--- config.mk ---
export PLATFORM = sky130hd
export DESIGN_NAME = bba_ram
export DESIGN_NICKNAME = d
export VERILOG_FILES = /design/src/hdl/bba_ram.sv
export SDC_FILE = /design/constraint.sdc
export NUM_CORES = 2
export LEC_CHECK = 0
export BUFFER_PORTS_ARGS = -buffer_cell sky130_fd_sc_hd__clkbuf_2
export CAP_MARGIN = 5
export CORE_AREA = 5 5 649 651
export DETAILED_ROUTE_END_ITERATION = 12
export DIE_AREA = 0 0 654 656
export PLACE_DENSITY = 0.61
export RECOVER_POWER = 50
export SLEW_MARGIN = 30
export SYNTH_ARGS = -nofsm -noshare
export SYNTH_HDL_FRONTEND = slang
export SYNTH_SLANG_ARGS = --single-unit
--- constraint.sdc ---
create_clock -name clk_i -period 2.4 [get_ports clk_i]
set_clock_uncertainty 0.1 [all_clocks]
set_input_delay 0.36 -clock clk_i [delete_from_list [all_inputs] [get_ports clk_i]]
set_output_delay 0.36 -clock clk_i [all_outputs]
set_load 0.03 [all_outputs]
--- src/hdl/bba_ram.sv ---
module bba_ram #(
  parameter int unsigned Width = 2,
  parameter int unsigned Depth = 2047
) (
  input  logic                     clk_i,
  input  logic                     we_i,
  input  logic [$clog2(Depth)-1:0] addr_i,
  input  logic [Width-1:0]         wdata_i,
  output logic [Width-1:0]         rdata_o
);

  logic [Width-1:0] mem_q [Depth];
  logic [Width-1:0] rdata_q;

  // single port, registered read
  always_ff @(posedge clk_i) begin
    if (we_i) begin
      mem_q[addr_i] <= wdata_i;
    end else begin
      rdata_q <= mem_q[addr_i];
    end
  end

  assign rdata_o = rdata_q;

endmodule

==> results.toml <==
[floorplanning]
fp-row-count = 237
initial_utilization = 0.3981
io_pins = 17
core_um2 = 414900
dieArea_um2 = 429000
die_h_um = 656
dieWidth_um = 654

[yosys]
postSynthAreaPerCell_um2 = 15.43
synth_largest_area_cell = "edfxtp_1"
synth_cell_types = 39
netlist.area_leader.share = 0.7447
ys_ff_latch = 4096
syn-num-nets = 10717
synth-seq-area-share = 0.7447
synthTopCellsByArea = "edfxtp_1 74%, mux2i_1 12%, nor2_1 4.7%"
syn-cell-area_um2 = 165200
yosysWarnings = 0
syn_inst = 10702

[pwr]
seq_power_share = 0.527
p_leak_nw = 67.07
swShare = 0.2176
pwr-share-comb = 0.054
p_sw_mw = 32.49
power_frac_clock = 0.419
internal_power_mw = 116.8
total_power_mw = 149.3
ir_drop_mv = 0.6880
p_per_area_nw_per_um2 = 757.5

[clock_network]
cts.path.max_buffers = 4
cts_tree = "built"
clkSlewWorstSetupHoldPaths_ns = 0.06
cts-buffers-inserted = 414
htree_levels = 5
cts_setup_buffers = 0
clockRootBuffer = "clkbuf_16"
clock-sinks = 4096
clock_latency_ns = 0.99

[place]
routabilityCongestion = 0.8704
dp_hpwl_um = 327600
io_buffers = 16
place_inst = 16576

[setup_path]
r2r_cells = 7
crit_type = "in2reg"
start_kind = "input pin"
critPathLaunch = "addr_i[3]"
crit_chain = "clkbuf_2 > buf_4 > nand4_4 > buf_12 > buf_4 > o22ai_1 > nor4_1 > a21oi_1 > a21oi_1 > nand3_1 > a22oi_2 > nand4_1"
endpoint_kind = "register"
slowest_delay_ns = 0.47
regToRegEndpoint = "rdata_o[1]"
cp_max_fo = 25
cp_data_arrival_time_ns = 3.52
reg2reg_from = "mem_q[1447][1]"
cp-endpoint = "rdata_o[0]"
reg2reg_slack_ns = -0.49
cp_slowest_cell = "nor4_1"
cp.required_ns = 3.00

[timing]
final-hold-violation-count = 0
fin_crit_sh = 1.217
tightest_slew_ns = 1.664
rsz0062_at_grt = "true"
holdWs_ns = 0.1842
setup_viol = 2095
slew_violations = 42
max_freq_mhz = 342.5
slew_headroom = -0.1096
layout_setup_ws_ns = -0.5199
min_period_ns = 2.920

[grt]
overflow = 0
antenna_found_initial = 26
track_usage = 0.2350
grt_pass1_vias = 101474
grt_pass1_wl_um = 732200
grt_max_degree = 120

[final_layout]
n_fill_cell = 34837
drive_gt1_frac = 0.1694
multi_input_area_um2 = 39360
nNetsFinal = 11512
final_cell_mix = "4096 x edfxtp_1, 2081 x nor2_1, 1994 x mux2i_1"
stdcell_count = 17340
regArea_um2 = 123000
final_common_cell = "edfxtp_1"
syn_to_final_growth_pct = 19.37

[outcome]
violations = "capacitance limit, slew limit, setup timing"
status = "finished with violations"

[detailed_routing]
drt-vias-per-instance = 5.845
drt_pass1_iterations = 8
drt_wl_total_um = 521100
postRouteAntennaNets = 0
vias = 101352
drc = 0
drt_iter0_drc = 13068
wl_per_cell_um = 30.05

[job]
maxCapViolations = 1

[hold_path]
min_path_type = "in2reg"
-- power by group through the flow --
stage               logic (mW)  registers, mW  clock network, mW
global route              8.25           78.7               66.3
finish                    7.99           78.7               62.6
CTS                       7.90           78.7               63.2
global placement          7.67           80.2                  0
floorplan                 3.28           80.3                  0
detailed placement        7.78           80.2                  0
-- timing repair --
item                                    in CTS  in global routing
gates resized for setup                     84                 62
gates cloned                                 0                  0
endpoints found under the setup margin       4                  3
hold buffers                                 3                  0
endpoints found under the hold margin      630                  0
pin swaps                                   36                 39
-- metrics by stage --
stage               setup TNS, ns  setup slack, ns  instance area [µm²]    util
floorplan                 -0.2013          -0.1010               165700       -
global placement         -1885.26           -2.510               183500  0.4424
detailed placement       -1925.99           -2.105               183500  0.4424
CTS                        -1.126          -0.4400               197000  0.4750
global route              -560.73          -0.5008               197100  0.4752
finish                    -290.39          -0.5199               197100  0.4752
-- cells by family (layout without fill, tap and decap cells) --
kind of cell	count (synthesis)	count (layout)	share of synthesized area
compound gates	1160	1160	0.04309
simple gates	2546	2546	0.06349
other cells	0	15	0
buf+inv	872	1998	0.02441
mux	2028	2028	0.1243
flops	4096	4096	0.7447
-- worst max-delay path: cells and delay by family --
| kind | cells | cell delay, ns |
|---|---|---|
| AOI/OAI and AO/OA | 4 | 1.02 |
| buffers and inverters | 4 | 0.94 |
| and+or+nand+nor | 4 | 1.10 |
-- cell type report --
type / instances / share of cell area
clock inverter: 246 / 0.01148
multi-input combinational: 5734 / 0.1996
tap: 5497 / 0.03489
timing repair buffer: 1250 / 0.07537
clock buffer: 501 / 0.05453
inverter: 1 / 0.00001904
antenna: 15 / 0.0001904
sequential: 4096 / 0.6239
-- routing by layer --
| metal | global-route usage | vias up | routed length, µm |
|---|---|---|---|
| met5 | 0 | - | 69 |
| met4 | 0.1020 | 10 | 24680 |
| met3 | 0.04216 | 1058 | 49980 |
| met2 | 0.3765 | 5554 | 246300 |
| met1 | 0.3149 | 52013 | 200100 |
| li1 | - | 42717 | - |
-- cell usage after synthesis (all sizes together) --
cell type	n
or3b	3
o22ai	1004
a22oi	10
nand3	16
edfxtp	4096
nand3b	2
nand2b	1
or2	2
nor4	264
nor2	2081
mux2i	2010
a31oi	9
or4	1
nand4	4
a41oi	5
nand2	129
and3b	3
clkbuf	453
or4b	4
inv	1
buf	418
nor3	4
mux4	18
a21oi	130
and2	5
or3	2
and3	5
nor2b	4
nand4bb	6
o21ai	2
nor3b	6
nand4b	4
-- flip-flops by register name, indices dropped and copies added (netlist names) --
| signal | cells |
|---|---|
| mem_q | 4094 |
| rdata_o | 2 |
-- worst min path at each step --
stage                    start             to  depth (start not counted)
floorplan           wdata_i[0]    mem_q[0][0]                          0
global placement    wdata_i[1]  mem_q[452][1]                          1
detailed placement  wdata_i[1]  mem_q[454][1]                          1
CTS                  addr_i[8]     rdata_o[0]                          5
global route         addr_i[8]     rdata_o[0]                          5
finish               addr_i[8]     rdata_o[1]                          5
Note: power is estimated with default switching activity, not from simulation.
