File: config.mk
export PLATFORM = sky130hd
export DESIGN_NAME = bba_ctrl
export DESIGN_NICKNAME = d
export VERILOG_FILES = /design/src/hdl/bba_pkg.sv /design/src/hdl/bba_ctrl.sv
export SDC_FILE = /design/constraint.sdc
export NUM_CORES = 1
export LEC_CHECK = 0
export BUFFER_PORTS_ARGS = -buffer_cell sky130_fd_sc_hd__buf_2
export CORE_MARGIN = 2
export CORE_UTILIZATION = 46
export DETAILED_ROUTE_END_ITERATION = 16
export PLACE_DENSITY = 0.66
export SLEW_MARGIN = 20
export SYNTH_ARGS = -nofsm -noshare
export SYNTH_HDL_FRONTEND = slang
export SYNTH_SLANG_ARGS = --single-unit
File: constraint.sdc
create_clock -name clk_i -period 7.11 [get_ports clk_i]
set_input_delay 0.711 -clock clk_i [delete_from_list [all_inputs] [get_ports clk_i]]
set_output_delay 0.711 -clock clk_i [all_outputs]
set_load 0.01 [all_outputs]
File: src/hdl/bba_pkg.sv
package bba_pkg;

  localparam int unsigned DefMaxLevels = 10;
  localparam logic [31:0] DefPoolBase  = 32'd0;
  localparam logic [31:0] DefPoolSize  = 32'd1048576;

  localparam int unsigned CfgIdxW = 1;
  localparam logic [CfgIdxW-1:0] RegPoolBase = 1'b0;
  localparam logic [CfgIdxW-1:0] RegPoolSize = 1'b1;

  typedef enum logic [1:0] {
    NODE_ABSENT = 2'd0,
    NODE_FREE   = 2'd1,
    NODE_TAKEN  = 2'd2,
    NODE_SPLIT  = 2'd3
  } node_st_e;

  typedef enum logic [1:0] {
    STAT_DONE      = 2'd0,
    STAT_BAD_SIZE  = 2'd1,
    STAT_NO_FIT    = 2'd2,
    STAT_NOT_ALLOC = 2'd3
  } status_e;

  typedef enum logic {
    KIND_ALLOC = 1'b0,
    KIND_FREE  = 1'b1
  } kind_e;

  typedef enum logic [3:0] {
    ST_CLEAR,
    ST_IDLE,
    ST_RD,
    ST_EV,
    ST_S1,
    ST_S2,
    ST_BACK,
    ST_MG,
    ST_ML,
    ST_MR,
    ST_MW1,
    ST_MW2,
    ST_MW3,
    ST_DONE
  } fsm_e;

  typedef struct packed {
    logic        valid;
    logic [1:0]  status;
    logic [31:0] granted_address;
  } bba_res_t;

endpackage

File: src/hdl/bba_ctrl.sv
module bba_ctrl #(
  parameter int unsigned MaxLevels = bba_pkg::DefMaxLevels,
  localparam int unsigned IdxW = MaxLevels + 1,
  localparam int unsigned LvlW = $clog2(MaxLevels + 1)
) (
  input  logic               clk_i,
  input  logic               rst_ni,
  input  logic               cfg_we_i,
  input  logic [31:0]        pool_base_i,
  input  logic [31:0]        pool_size_i,
  input  logic               in_valid_i,
  input  logic               in_kind_i,
  input  logic [31:0]        in_size_i,
  input  logic [31:0]        in_addr_i,
  output logic               in_ready_o,
  input  logic               out_free_i,
  output bba_pkg::bba_res_t  res_o,
  output logic               ram_we_o,
  output logic [IdxW-1:0]    ram_addr_o,
  output logic [1:0]         ram_wdata_o,
  input  logic [1:0]         ram_rdata_i
);
  import bba_pkg::*;

  localparam logic [IdxW-1:0] LastIdx = IdxW'((2 << MaxLevels) - 2);
  localparam logic [LvlW-1:0] TopLvl  = LvlW'(MaxLevels);

  fsm_e             state_q, state_d;
  logic [IdxW-1:0]  idx_q, idx_d;
  logic [LvlW-1:0]  lvl_q, lvl_d;
  logic [31:0]      off_q, off_d;
  logic             kind_q, kind_d;
  logic [31:0]      req_q, req_d;
  logic [31:0]      addr_q, addr_d;
  logic [1:0]       stat_q, stat_d;
  logic [31:0]      gaddr_q, gaddr_d;
  logic [1:0]       stl_q, stl_d;

  logic [31:0]      size;
  logic [31:0]      half;
  logic             at_top;
  logic [IdxW-1:0]  lchild;
  logic [IdxW-1:0]  parent;
  logic [IdxW-1:0]  left_sib;
  logic             accept;
  logic             hit_alloc;
  logic             desc_alloc;
  logic             hit_free;
  logic             desc_free;

  // node geometry
  assign size     = pool_size_i >> lvl_q;
  assign half     = size >> 1;
  assign at_top   = (lvl_q == TopLvl);
  assign lchild   = {idx_q[IdxW-2:0], 1'b1};
  assign parent   = (idx_q - IdxW'(1)) >> 1;
  assign left_sib = {parent[IdxW-2:0], 1'b1};
  assign accept   = in_valid_i && in_ready_o;

  // search decisions on the fetched node
  assign hit_alloc  = (ram_rdata_i == NODE_FREE) && (size >= req_q) && ((half < req_q) || at_top);
  assign desc_alloc = !(size < req_q) && !at_top &&
                      ((ram_rdata_i == NODE_FREE) || (ram_rdata_i == NODE_SPLIT));
  assign hit_free   = (ram_rdata_i == NODE_TAKEN) && ((pool_base_i + off_q) == addr_q);
  assign desc_free  = (ram_rdata_i == NODE_SPLIT) && !at_top;

  // next state
  always_comb begin
    state_d = state_q;
    unique case (state_q)
      ST_CLEAR: if (idx_q == LastIdx) state_d = ST_IDLE;
      ST_IDLE: begin
        if (accept) begin
          if (in_kind_i == KIND_ALLOC && (in_size_i == '0 || in_size_i >= pool_size_i)) begin
            state_d = ST_DONE;
          end else begin
            state_d = ST_RD;
          end
        end
      end
      ST_RD: state_d = ST_EV;
      ST_EV: begin
        if (kind_q == KIND_ALLOC) begin
          if (hit_alloc) state_d = ST_DONE;
          else if (desc_alloc && ram_rdata_i == NODE_FREE) state_d = ST_S1;
          else if (desc_alloc) state_d = ST_RD;
          else state_d = ST_BACK;
        end else begin
          if (hit_free) state_d = ST_MG;
          else if (desc_free) state_d = ST_RD;
          else state_d = ST_BACK;
        end
      end
      ST_S1: state_d = ST_S2;
      ST_S2: state_d = ST_RD;
      ST_BACK: begin
        if (idx_q == '0) state_d = ST_DONE;
        else if (idx_q[0]) state_d = ST_RD;
      end
      ST_MG: state_d = (idx_q == '0) ? ST_DONE : ST_ML;
      ST_ML: state_d = ST_MR;
      ST_MR: begin
        if (stl_q == NODE_FREE && ram_rdata_i == NODE_FREE) state_d = ST_MW1;
        else state_d = ST_DONE;
      end
      ST_MW1: state_d = ST_MW2;
      ST_MW2: state_d = ST_MW3;
      ST_MW3: state_d = ST_MG;
      ST_DONE: if (out_free_i) state_d = ST_IDLE;
      default: state_d = ST_CLEAR;
    endcase
    if (cfg_we_i) state_d = ST_CLEAR;
  end

  // datapath and memory control
  always_comb begin
    idx_d       = idx_q;
    lvl_d       = lvl_q;
    off_d       = off_q;
    kind_d      = kind_q;
    req_d       = req_q;
    addr_d      = addr_q;
    stat_d      = stat_q;
    gaddr_d     = gaddr_q;
    stl_d       = stl_q;
    ram_we_o    = 1'b0;
    ram_addr_o  = idx_q;
    ram_wdata_o = NODE_ABSENT;
    in_ready_o  = (state_q == ST_IDLE);
    res_o       = '{valid: (state_q == ST_DONE) && out_free_i,
                    status: stat_q, granted_address: gaddr_q};
    unique case (state_q)
      ST_CLEAR: begin
        ram_we_o    = 1'b1;
        ram_wdata_o = (idx_q == '0) ? NODE_FREE : NODE_ABSENT;
        idx_d       = idx_q + IdxW'(1);
      end
      ST_IDLE: begin
        kind_d  = in_kind_i;
        req_d   = in_size_i;
        addr_d  = in_addr_i;
        idx_d   = '0;
        lvl_d   = '0;
        off_d   = '0;
        stat_d  = STAT_BAD_SIZE;
        gaddr_d = '0;
      end
      ST_EV: begin
        if (kind_q == KIND_ALLOC) begin
          if (hit_alloc) begin
            ram_we_o    = 1'b1;
            ram_wdata_o = NODE_TAKEN;
            stat_d      = STAT_DONE;
            gaddr_d     = pool_base_i + off_q;
          end else if (desc_alloc && ram_rdata_i == NODE_FREE) begin
            ram_we_o    = 1'b1;
            ram_wdata_o = NODE_SPLIT;
          end else if (desc_alloc) begin
            idx_d = lchild;
            lvl_d = lvl_q + LvlW'(1);
          end
        end else begin
          if (hit_free) begin
            ram_we_o    = 1'b1;
            ram_wdata_o = NODE_FREE;
            stat_d      = STAT_DONE;
          end else if (desc_free) begin
            idx_d = lchild;
            lvl_d = lvl_q + LvlW'(1);
          end
        end
      end
      ST_S1: begin
        ram_we_o    = 1'b1;
        ram_addr_o  = lchild;
        ram_wdata_o = NODE_FREE;
      end
      ST_S2: begin
        ram_we_o    = 1'b1;
        ram_addr_o  = lchild + IdxW'(1);
        ram_wdata_o = NODE_FREE;
        idx_d       = lchild;
        lvl_d       = lvl_q + LvlW'(1);
      end
      // one level of backtracking per cycle
      ST_BACK: begin
        if (idx_q == '0) begin
          stat_d = (kind_q == KIND_ALLOC) ? STAT_NO_FIT : STAT_NOT_ALLOC;
        end else if (idx_q[0]) begin
          idx_d = idx_q + IdxW'(1);
          off_d = off_q + size;
        end else begin
          idx_d = parent;
          off_d = off_q - size;
          lvl_d = lvl_q - LvlW'(1);
        end
      end
      // buddy merge: read both children of the parent, then collapse
      ST_MG: ram_addr_o = left_sib;
      ST_ML: begin
        stl_d      = ram_rdata_i;
        ram_addr_o = left_sib + IdxW'(1);
      end
      ST_MW1: begin
        ram_we_o    = 1'b1;
        ram_addr_o  = left_sib;
        ram_wdata_o = NODE_ABSENT;
      end
      ST_MW2: begin
        ram_we_o    = 1'b1;
        ram_addr_o  = left_sib + IdxW'(1);
        ram_wdata_o = NODE_ABSENT;
        idx_d       = parent;
      end
      // merged parent becomes free
      ST_MW3: begin
        ram_we_o    = 1'b1;
        ram_wdata_o = NODE_FREE;
      end
      default: ;
    endcase
    if (state_q == ST_MG && idx_q != '0) ram_addr_o = left_sib;
    if (state_q == ST_MW2) ram_addr_o = left_sib + IdxW'(1);
    if (cfg_we_i) idx_d = '0;
  end

  always_ff @(posedge clk_i or negedge rst_ni) begin
    if (!rst_ni) begin
      state_q <= ST_CLEAR;
      idx_q   <= '0;
      lvl_q   <= '0;
    end else begin
      state_q <= state_d;
      idx_q   <= idx_d;
      lvl_q   <= lvl_d;
    end
  end

  always_ff @(posedge clk_i) begin
    off_q   <= off_d;
    kind_q  <= kind_d;
    req_q   <= req_d;
    addr_q  <= addr_d;
    stat_q  <= stat_d;
    gaddr_q <= gaddr_d;
    stl_q   <= stl_d;
  end

  assert property (@(posedge clk_i) disable iff (!rst_ni) lvl_q <= TopLvl)
    else $error("level beyond depth limit");
  assert property (@(posedge clk_i) disable iff (!rst_ni)
    (state_q == ST_IDLE) |-> !ram_we_o)
    else $error("node memory written while idle");
  assert property (@(posedge clk_i) disable iff (!rst_ni)
    (state_q == ST_EV && idx_q == '0) |-> (off_q == '0 && lvl_q == '0))
    else $error("root visited with nonzero offset or level");

endmodule

==> results of run 1 <==
-- power by group through the flow --
stage | clock, mW | combinational (mW) | sequential [mW]
2_1_floorplan | 0 | 3.75 | 1.37
3_3_place_gp | 0 | 4.67 | 1.44
3_5_place_dp | 0 | 4.76 | 1.45
4_1_cts | 0.902 | 4.79 | 1.43
5_1_grt | 0.943 | 5.37 | 1.46
6_report | 0.888 | 4.85 | 1.43
-- registers in the layout (all words and copies together), names as in the netlist, 2 cells and up --
signal	flops
idx_q	11
stat_q	2
stl_q	2
lvl_q	4
gaddr_q	32
state_q	4
req_q	32
addr_q	32
off_q	32
-- metal layers --
layer  part of all wire, %  up-vias  GRT usage, %  wire (um)
met2                    45      644          41.0      21700
met3                   7.8       66          4.09       3780
li1                      -     7218             -          -
met4                   2.1        0          7.05       1030
met5                     0        -             0          0
met1                    45     7160          37.6      22000
-- layout make-up --
| cell class | count | area (um2) | share of cell area [%] |
|---|---|---|---|
| Clock buffer | 18 | 429 | 2.37 |
| Clock inverter | 14 | 121 | 0.669 |
| Inverter | 129 | 484 | 2.67 |
| Multi-Input combinational cell | 1481 | 11000 | 60.6 |
| Sequential cell | 152 | 4470 | 24.7 |
| Tap cell | 461 | 577 | 3.18 |
| Timing Repair Buffer | 202 | 1050 | 5.81 |
-- metrics by stage --
step           power [mW]  instance area [um2]  utilization (%)  worst slack [ns]  std cells
6_report             7.16                18100             51.4             0.807       2457
5_1_grt              7.77                18100             51.4             0.371       2457
4_1_cts              7.12                18100             51.4             0.795       2457
3_5_place_dp         6.21                17600             49.8              1.12       2425
3_3_place_gp         6.12                17600             49.8              1.17       2425
2_1_floorplan        5.12                16300                -             0.860       1850
-- cells by family after synthesis --
| family | count (synthesis) |
|---|---|
| and+or+nand+nor | 592 |
| AOI/OAI and AO/OA | 512 |
| buffers and inverters | 217 |
| adders and majority gates | 167 |
| DFF | 152 |
| xor gates and xnor gates | 128 |
| muxes | 82 |
-- placed cells by master (no fill, tap or decap), types with 8 or more instances in the layout --
master     netlist  layout
o31ai_1         17      17
nand3_1         39      39
o2111ai_1        8       8
clkbuf_16        0      17
nand4_1         32      32
nor2_1         176     176
o311ai_0         8       8
a31oi_1         33      33
mux2i_1         34      34
nand2b_1        14      14
a21o_1          56      56
o21ai_1         14      14
a21oi_1        122     122
xor2_1          42      42
buf_4            3      17
a211oi_1        21      21
ha_1           164     164
and3_1          22      22
buf_2           16     185
o22ai_1         16      16
or3_1           13      13
o21a_1          21      21
o21bai_1         9       9
o21ai_0         89      87
mux2_2          12      12
mux4_2          32      32
xnor2_1         75      75
edfxtp_1       133     133
inv_1          123     122
nor2b_1         20      20
dfrtp_1         19      16
nor3_1          45      44
nor3b_1          8       8
nor4_1          30      30
and2_1          17      17
nand2_1        141     141
o211ai_1        12      12
-- worst paths after layout --
path                                      start  slack (ns)                       to  depth (start not counted)
max                        lvl_q[3]$_DFFE_PN0P_        0.81                 ram_we_o                         15
min                                      rst_ni        0.23     lvl_q[2]$_DFFE_PN0P_                          1
max reg2reg                lvl_q[3]$_DFFE_PN0P_        1.01  off_q[31]$_SDFFCE_PN0P_                         18
min reg2reg                idx_q[9]$_DFFE_PN0P_        0.75     idx_q[9]$_DFFE_PN0P_                          2
max in group asynchronous                rst_ni        6.48     lvl_q[3]$_DFFE_PN0P_                          1
min in group clk_i                 in_addr_i[6]        0.43      addr_q[6]$_DFFE_PP_                          1
==> flow_summary_export.csv, run 1 <==
group,metric,value,unit
place,dpl.hpwl,38400,um
logic_synthesis,synth-xor-area-share,7.82,%
logic_synthesis,yosysTopAreaCellShare,24.5,%
pwr,switching_share,48.1,%
clock_tree,numCtsBuffers,17,
pwr,pwr-share-comb,67.6,%
logic_synthesis,ys_seq_area_share,27.4,%
clock_tree,post_cts_resized,0,
critical_path,critPathKind,"reg2out",
drt,via_per_inst,6.14,
logic_synthesis,syn_avg_cell_area,8.83,um2
logic_synthesis,synth_top_family_by_area,"compound AO/OA/AOI/OAI gates",
final_layout,diodes,0,
clock_tree,root_buffer,"clkbuf_16",
logic_synthesis,yosys-top-cells-count,"176 x nor2_1, 164 x ha_1, 141 x nand2_1",
global_route,gr-total-overflow,0,
global_route,grt_start_max_net_pins,49,
pwr,powerDensity,395,nW/um2
flow_run,cap_violations,0,
final_layout,drive_gt1_share,15.8,%
logic_synthesis,synth_cell_type_count,94,
sta,whs,0.231,ns
sta,worst_slew_pin_slew,1.10,ns
critical_path,path_max_fanout,45,
drt,ant_nets,0,
die,rows,69,
die,die_height,192,um
drt,avgRoutedWirePerCell,19.7,um
sta,finalSetupViolCount,0,
global_route,grt_usage,26.2,%
pwr,clockPowerShare,12.4,%
global_route,grt_first_pass_wirelength,75600,um
clock_tree,insertion_delay,0.46,ns
clock_tree,cts_tree,"yes",
global_route,grt_pass1_vias,13900,
logic_synthesis,yosys_warnings,0,
pwr,irDropWorstVdd,0.218,mV
critical_path,cp_slowest_stage_delay,0.99,ns
final_layout,syn2layout_area_growth,11.1,%
die,initial_utilization,46.3,%
drt,drt_iter0_markers,1362,
logic_synthesis,synth-seq-cells,152,
logic_synthesis,synth_compound_gate_area_share,20.9,%
sta,grt_setup_unrepaired,"no",
logic_synthesis,async_flop_share,12.5,%
clock_tree,cts_max_level,4,
clock_tree,clk_path_buf_depth,2,
pwr,power_leakage,7.70,nW
sta,final.setup.tns,0,ns
logic_synthesis,synthAdderAreaFrac,12.9,%
sta,hold_viol_final,0,
clock_tree,cts_hold_buffers,0,
logic_synthesis,synth_ff_type,"edfxtp_1",
pwr,internal_power,3.72,mW
logic_synthesis,yosys-mux-area-fraction,7.62,%
sta,max_slew_margin,26.0,%
logic_synthesis,syn-num-nets,2153,
logic_synthesis,yosysMostFrequentCell,"nor2_1",
sta,finalCritPeriodShare,88.6,%
critical_path,start_kind,"flop",
final_layout,n_fill_cell,3304,
drt,drc,0,
drt,wirelength,48500,um
critical_path,worstPathCellList,"mux4_2, mux2_1, o21ai_0, inv_1, ha_1, and3_1, nand3_1, nor4_1, o21ai_1, a311o_1, a31oi_1, o21ai_0, a21oi_1, o31ai_1, buf_2",
logic_synthesis,synthTopCellsByArea,"edfxtp_1 24%, ha_1 13%, mux4_2 4.4%",
sta,fmaxAchievable,159,MHz
logic_synthesis,synth_area,16300,um2
logic_synthesis,synthSimpleGateAreaFrac,17.9,%
die,die_w,192,um
critical_path,slowest_stage,"dfrtp_2",
die,die_area,37000,um2
critical_path,cp.required,6.40,ns
clock_tree,cts_setup_buffers,0,
place,place_congestion,0.952,
run_status,status,"complete, no violations",
final_layout,final_nets,2286,
critical_path,path_delay_family,"compound AO/OA/AOI/OAI gates",
sta,finClkSkew,0.0141,ns
logic_synthesis,syn_inst,1850,
pwr,switchingPower,3.45,mW
sta,drv_slew,0,
logic_synthesis,synth-edff-count,133,
drt,dr.pass1.iters,8,
global_route,antenna_found_initial,0,
clock_tree,clkTransAtPathRegs,0.07,ns
logic_synthesis,yosys.area.top_type,"edfxtp_1",
critical_path,crit_arrival,5.59,ns
sta,period_needed,6.30,ns
hold_path,hp-class,"in2async",
drt,vias,15100,
critical_path,crit_top_cell,"o21ai_0",
die,io_pins,186,
place,portBuffers,185,
die,placeableCoreArea,35300,um2
clock_tree,cts_sinks,152,
pwr,seq_power_share,20.0,%
critical_path,cp-end-kind,"output pin",
critical_path,crit_buf_inv,2,
No activity file was read; power rests on OpenSTA's default activity.
==> run 2, diff against run 1 <==
CTS_BUF_LIST = sky130_fd_sc_hd__clkbuf_2   (was default)
==> flow_summary_export.csv, run 2 (synthesis gave the netlist of run 1 again) <==
group,metric,value,unit
sta,period_needed,6.66,ns
clock_tree,cts_max_level,4,
global_route,gr-total-overflow,0,
critical_path,worstPathCellList,"buf_4, mux2i_1, nor2_1, mux2_2, and2_1, ha_1, and4_1, nand3_1, or3_1, or4_1, o21ai_0, a21oi_1, o31ai_1, buf_2",
final_layout,multi_input_comb_area,11000,um2
drt,wirelength,48700,um
clock_tree,root_buffer,"clkbuf_2",
final_layout,final_nets,2333,
sta,whs,0.0750,ns
sta,finClkSkew,0.0711,ns
critical_path,crit_buf_inv,2,
final_layout,syn2layout_area_growth,11.9,%
clock_tree,cts_tree,"yes",
final_layout,final_cell_mix,"185 x buf_2, 176 x nor2_1, 164 x ha_1, 141 x nand2_1, 133 x edfxtp_1",
sta,worst_slew_pin_slew,1.16,ns
drt,dr.pass1.iters,5,
flow_run,cap_violations,0,
sta,setup_slack,0.452,ns
pwr,switching_share,50.2,%
sta,drv_slew,0,
pwr,irDropWorstVdd,0.164,mV
final_layout,n_fill_cell,3304,
pwr,powerDensity,371,nW/um2
sta,final.setup.tns,0,ns
global_route,antenna_found_initial,2,
final_layout,mostFrequentLayoutCell,"buf_2",
pwr,internal_power,3.38,mW
sta,finalCritPeriodShare,93.6,%
pwr,switchingPower,3.41,mW
place,dpl.hpwl,38400,um
place,portBuffers,185,
die,io_pins,186,
critical_path,path_delay_family,"simple AND/OR/NAND/NOR gates",
drt,drc,0,
global_route,grt_usage,26.1,%
drt,ant_nets,0,
pwr,pwr-share-comb,71.7,%
pwr,total_power,6.79,mW
sta,finalSetupViolCount,0,
die,die_height,192,um
drt,drt_iter0_markers,1250,
clock_tree,insertion_delay,0.90,ns
die,die_area,37000,um2
final_layout,regArea,4480,um2
pwr,seq_power_share,21.1,%
place,place_congestion,0.952,
critical_path,cp.required,6.40,ns
sta,fmaxAchievable,150,MHz
clock_tree,clk_path_buf_depth,2,
die,initial_utilization,46.3,%
pwr,power_leakage,7.76,nW
hold_path,hp-class,"in2reg",
die,rows,69,
critical_path,cp-end-kind,"output pin",
die,die_w,192,um
clock_tree,cts_setup_buffers,0,
critical_path,cp_slowest_stage_delay,0.79,ns
critical_path,path_max_fanout,22,
critical_path,crit_arrival,5.95,ns
global_route,grt_first_pass_wirelength,75400,um
critical_path,start_kind,"flop",
sta,max_slew_margin,22.0,%
sta,grt_setup_unrepaired,"no",
final_layout,drive_gt1_share,15.5,%
clock_tree,cts_sinks,152,
run_status,status,"complete, no violations",
drt,avgRoutedWirePerCell,19.4,um
place,pre_cts_slack,1.12,ns
clock_tree,numCtsBuffers,17,
pwr,clockPowerShare,7.2,%
die,placeableCoreArea,35300,um2
drt,vias,15200,
clock_tree,clkTransAtPathRegs,0.28,ns
critical_path,critPathKind,"reg2out",
global_route,grt_pass1_vias,14000,
critical_path,slowest_stage,"dfrtp_2",
global_route,grt_start_max_net_pins,49,
sta,hold_viol_final,0,
drt,via_per_inst,6.07,
## run 2: cell types whose count changed in the layout (fill, tap and decap cells not counted), sizes merged
cell	delta
dlygate4sd3	+47
diode	+3
## run 2: path summary, 6_finish.rpt
check	start	end	slack, ns	cells past startpoint
worst max-delay path	lvl_q[0]$_DFFE_PN0P_	ram_we_o	0.45	14
worst min-delay path	in_size_i[1]	req_q[1]$_DFFE_PP_	0.07	1
worst max register to register	lvl_q[3]$_DFFE_PN0P_	off_q[31]$_SDFFCE_PN0P_	1.23	18
worst min register to register	idx_q[9]$_DFFE_PN0P_	idx_q[9]$_DFFE_PN0P_	0.77	2
max in group asynchronous	rst_ni	lvl_q[3]$_DFFE_PN0P_	6.38	2
min in group asynchronous	rst_ni	lvl_q[2]$_DFFE_PN0P_	0.28	2
## run 2: what timing repair did
action	4_1_cts	5_1_grt
gates resized for setup	0	1
hold endpoints to repair	64	1
setup endpoints to repair	0	3
hold buffers	46	1
## run 2: layout make-up
cell class / count / share of cell area [%]
repair buffers: 249 / 8.34
diodes: 3 / 0.0411
well taps: 461 / 3.16
clock inverters: 14 / 0.664
inverters: 129 / 2.65
multi-input cells: 1481 / 60.2
flip-flops and latches: 152 / 24.5
clock buffers: 18 / 0.493
## run 2: power by group through the flow
stage	Combinational [mW]	Clock [mW]	Sequential [mW]
after global placement	4.67	0	1.44
after global routing	5.38	0.543	1.46
after detailed placement	4.76	0	1.45
after CTS	4.80	0.504	1.43
after floorplan	3.75	0	1.37
final	4.87	0.491	1.43
## run 2: metrics by stage
step	area, um2	std cells	util, %
after floorplan	16300	1850	-
after global placement	17600	2425	49.8
after detailed placement	17600	2425	49.8
after CTS	18300	2503	51.7
after global routing	18300	2507	51.8
final	18300	2507	51.8
## run 2: routing by layer
layer  part of all wire (%)  global-route usage (%)
met3                    7.7                    3.89
met1                     46                    37.2
met2                     44                    41.0
met4                    2.5                    7.72
met5                      0                       0
==> run 3, diff against run 2 <==
CELL_PAD_IN_SITES_DETAIL_PLACEMENT = 1   (was default)
CELL_PAD_IN_SITES_GLOBAL_PLACEMENT = 1   (was default)
PLACE_DENSITY = 0.83   (was 0.66)
SLEW_MARGIN = 5   (was 20)
==> flow_summary_export.csv, run 3 (synthesis gave the netlist of run 1 again) <==
group,metric,value,unit
run_status,status,"complete, no violations",
sta,final.setup.tns,0,ns
final_layout,drive_gt1_share,15.5,%
critical_path,cp.required,6.40,ns
hold_path,hold_path_startpoint,"ram_rdata_i[0]",
sta,drv_slew,0,
clock_tree,cts_max_level,4,
drt,via_per_inst,6.23,
sta,fmaxAchievable,151,MHz
pwr,irDropWorstVdd,0.169,mV
final_layout,multi_input_comb_area,11000,um2
drt,dr.pass1.iters,6,
die,placeableCoreArea,35300,um2
drt,drt_iter0_markers,1161,
critical_path,r2r_cells,18,
sta,finalCritPeriodShare,93.4,%
critical_path,critPathKind,"reg2out",
pwr,powerDensity,379,nW/um2
final_layout,n_fill_cell,4172,
sta,max_slew_margin,13.9,%
global_route,gr-usage-met1,39.7,%
sta,hold_viol_final,0,
die,die_height,192,um
global_route,gr-usage-met2,50.2,%
critical_path,rr_startpoint,"lvl_q[3]$_DFFE_PN0P_",
global_route,grt_start_max_net_pins,49,
sta,grt_setup_unrepaired,"no",
final_layout,final_nets,2356,
global_route,grt_first_pass_wirelength,85900,um
final_layout,regArea,4480,um2
critical_path,slowest_stage,"dfrtp_4",
pwr,total_power,7.02,mW
critical_path,crit_cells,15,
clock_tree,cts_sinks,152,
clock_tree,insertion_delay,0.91,ns
place,portBuffers,185,
clock_tree,numCtsBuffers,17,
critical_path,crit_buf_inv,2,
sta,period_needed,6.64,ns
place,place_congestion,0.906,
final_layout,mostFrequentLayoutCell,"buf_2",
die,die_area,37000,um2
place,dpl.hpwl,43500,um
clock_tree,clk_path_buf_depth,2,
drt,wirelength,55900,um
flow_run,cap_violations,0,
die,initial_utilization,46.3,%
drt,drc,0,
critical_path,cp-end-kind,"output pin",
critical_path,crit_top_cell,"o21ai_0",
critical_path,r2r-end,"off_q[29]$_SDFFCE_PN0P_",
clock_tree,clkTransAtPathRegs,0.27,ns
drt,vias,15700,
global_route,grt_use_met3,4.69,%
final_layout,syn2layout_area_growth,13.5,%
drt,ant_nets,0,
sta,worst_slew_pin_slew,1.28,ns
drt,avgRoutedWirePerCell,22.1,um
sta,finalSetupViolCount,0,
sta,finClkSkew,0.0430,ns
critical_path,crit_arrival,5.93,ns
critical_path,start_kind,"flop",
critical_path,worstPathCellList,"mux4_2, mux2_1, o21ai_0, inv_1, ha_1, and3_1, nand3_1, nor4_1, o21ai_1, a311o_1, a31oi_1, o21ai_0, a21oi_1, o31ai_1, buf_2",
clock_tree,cts_tree,"yes",
critical_path,cp_slowest_stage_delay,0.76,ns
clock_tree,root_buffer,"clkbuf_2",
die,io_pins,186,
critical_path,path_delay_family,"compound AO/OA/AOI/OAI gates",
global_route,grt_usage,29.8,%
die,rows,69,
critical_path,path_max_fanout,31,
global_route,antenna_found_initial,2,
hold_path,hold_depth,1,
hold_path,hp-class,"in2reg",
global_route,grt_pass1_vias,15700,
global_route,globalRoute.busiestLayer,"met2",
die,die_w,192,um
global_route,gr-total-overflow,0,
final_layout,final_cell_mix,"185 x buf_2, 176 x nor2_1, 164 x ha_1, 141 x nand2_1, 133 x edfxtp_1",
pwr,power_leakage,7.87,nW
critical_path,r2r_slack,1.24,ns
hold_path,min_to,"stl_q[0]$_DFFE_PP_",
-- run 3: cell count changes in the layout (fill, tap and decap cells not counted), sizes merged --
cell / change
dlygate4sd3: +21
inv: +3
buf: +2
diode: -2
clkbuf: -1
clkinv: -2
-- run 3: worst max-delay path by stage --
stage / end / start
floorplan: gaddr_q[0]$_SDFFCE_PN0P_ / pool_size_i[23]
global placement: off_q[31]$_SDFFCE_PN0P_ / lvl_q[3]$_DFFE_PN0P_
detailed placement: off_q[29]$_SDFFCE_PN0P_ / lvl_q[3]$_DFFE_PN0P_
CTS: ram_we_o / lvl_q[3]$_DFFE_PN0P_
global route: ram_we_o / lvl_q[2]$_DFFE_PN0P_
finish: ram_we_o / lvl_q[2]$_DFFE_PN0P_
-- run 3: metrics by stage --
stage,utilization (%),hold slack [ns],setup WS (ns),std cells,cell area (um2)
5_1_grt,52.5,0.0332,0.0427,2528,18500
4_1_cts,52.4,0.0607,0.0737,2526,18500
2_1_floorplan,-,0.415,0.860,1850,16300
3_5_place_dp,49.8,0.723,0.998,2426,17600
3_3_place_gp,49.8,0.716,1.19,2426,17600
6_report,52.5,0.144,0.466,2528,18500
-- run 3: area by class of cell --
type / count / area share (%)
clock buffer: 17 / 0.459
tap: 461 / 3.11
antenna: 1 / 0.0135
multi-input combinational: 1481 / 59.4
timing repair buffer: 272 / 9.55
inverter: 129 / 2.61
sequential: 152 / 24.2
clock inverter: 15 / 0.743
-- run 3: routing by layer --
| metal | wire [um] | vias up |
|---|---|---|
| met5 | 11 | - |
| met4 | 1300 | 2 |
| met3 | 3590 | 75 |
| met2 | 26300 | 573 |
| met1 | 24700 | 7751 |
| li1 | - | 7341 |
-- run 3: report_power, final --
| group | switching [mW] | total (mW) | internal [mW] |
|---|---|---|---|
| combinational | 3.01 | 5.07 | 2.05 |
| sequential | 0.192 | 1.43 | 1.24 |
| clock | 0.386 | 0.521 | 0.135 |
-- run 3: repair_timing --
item,4_1_cts,5_1_grt
setup buffers,0,1
hold buffers,68,0
hold endpoints to repair,86,0
gates resized for setup,0,2
endpoints found under the setup margin,0,3
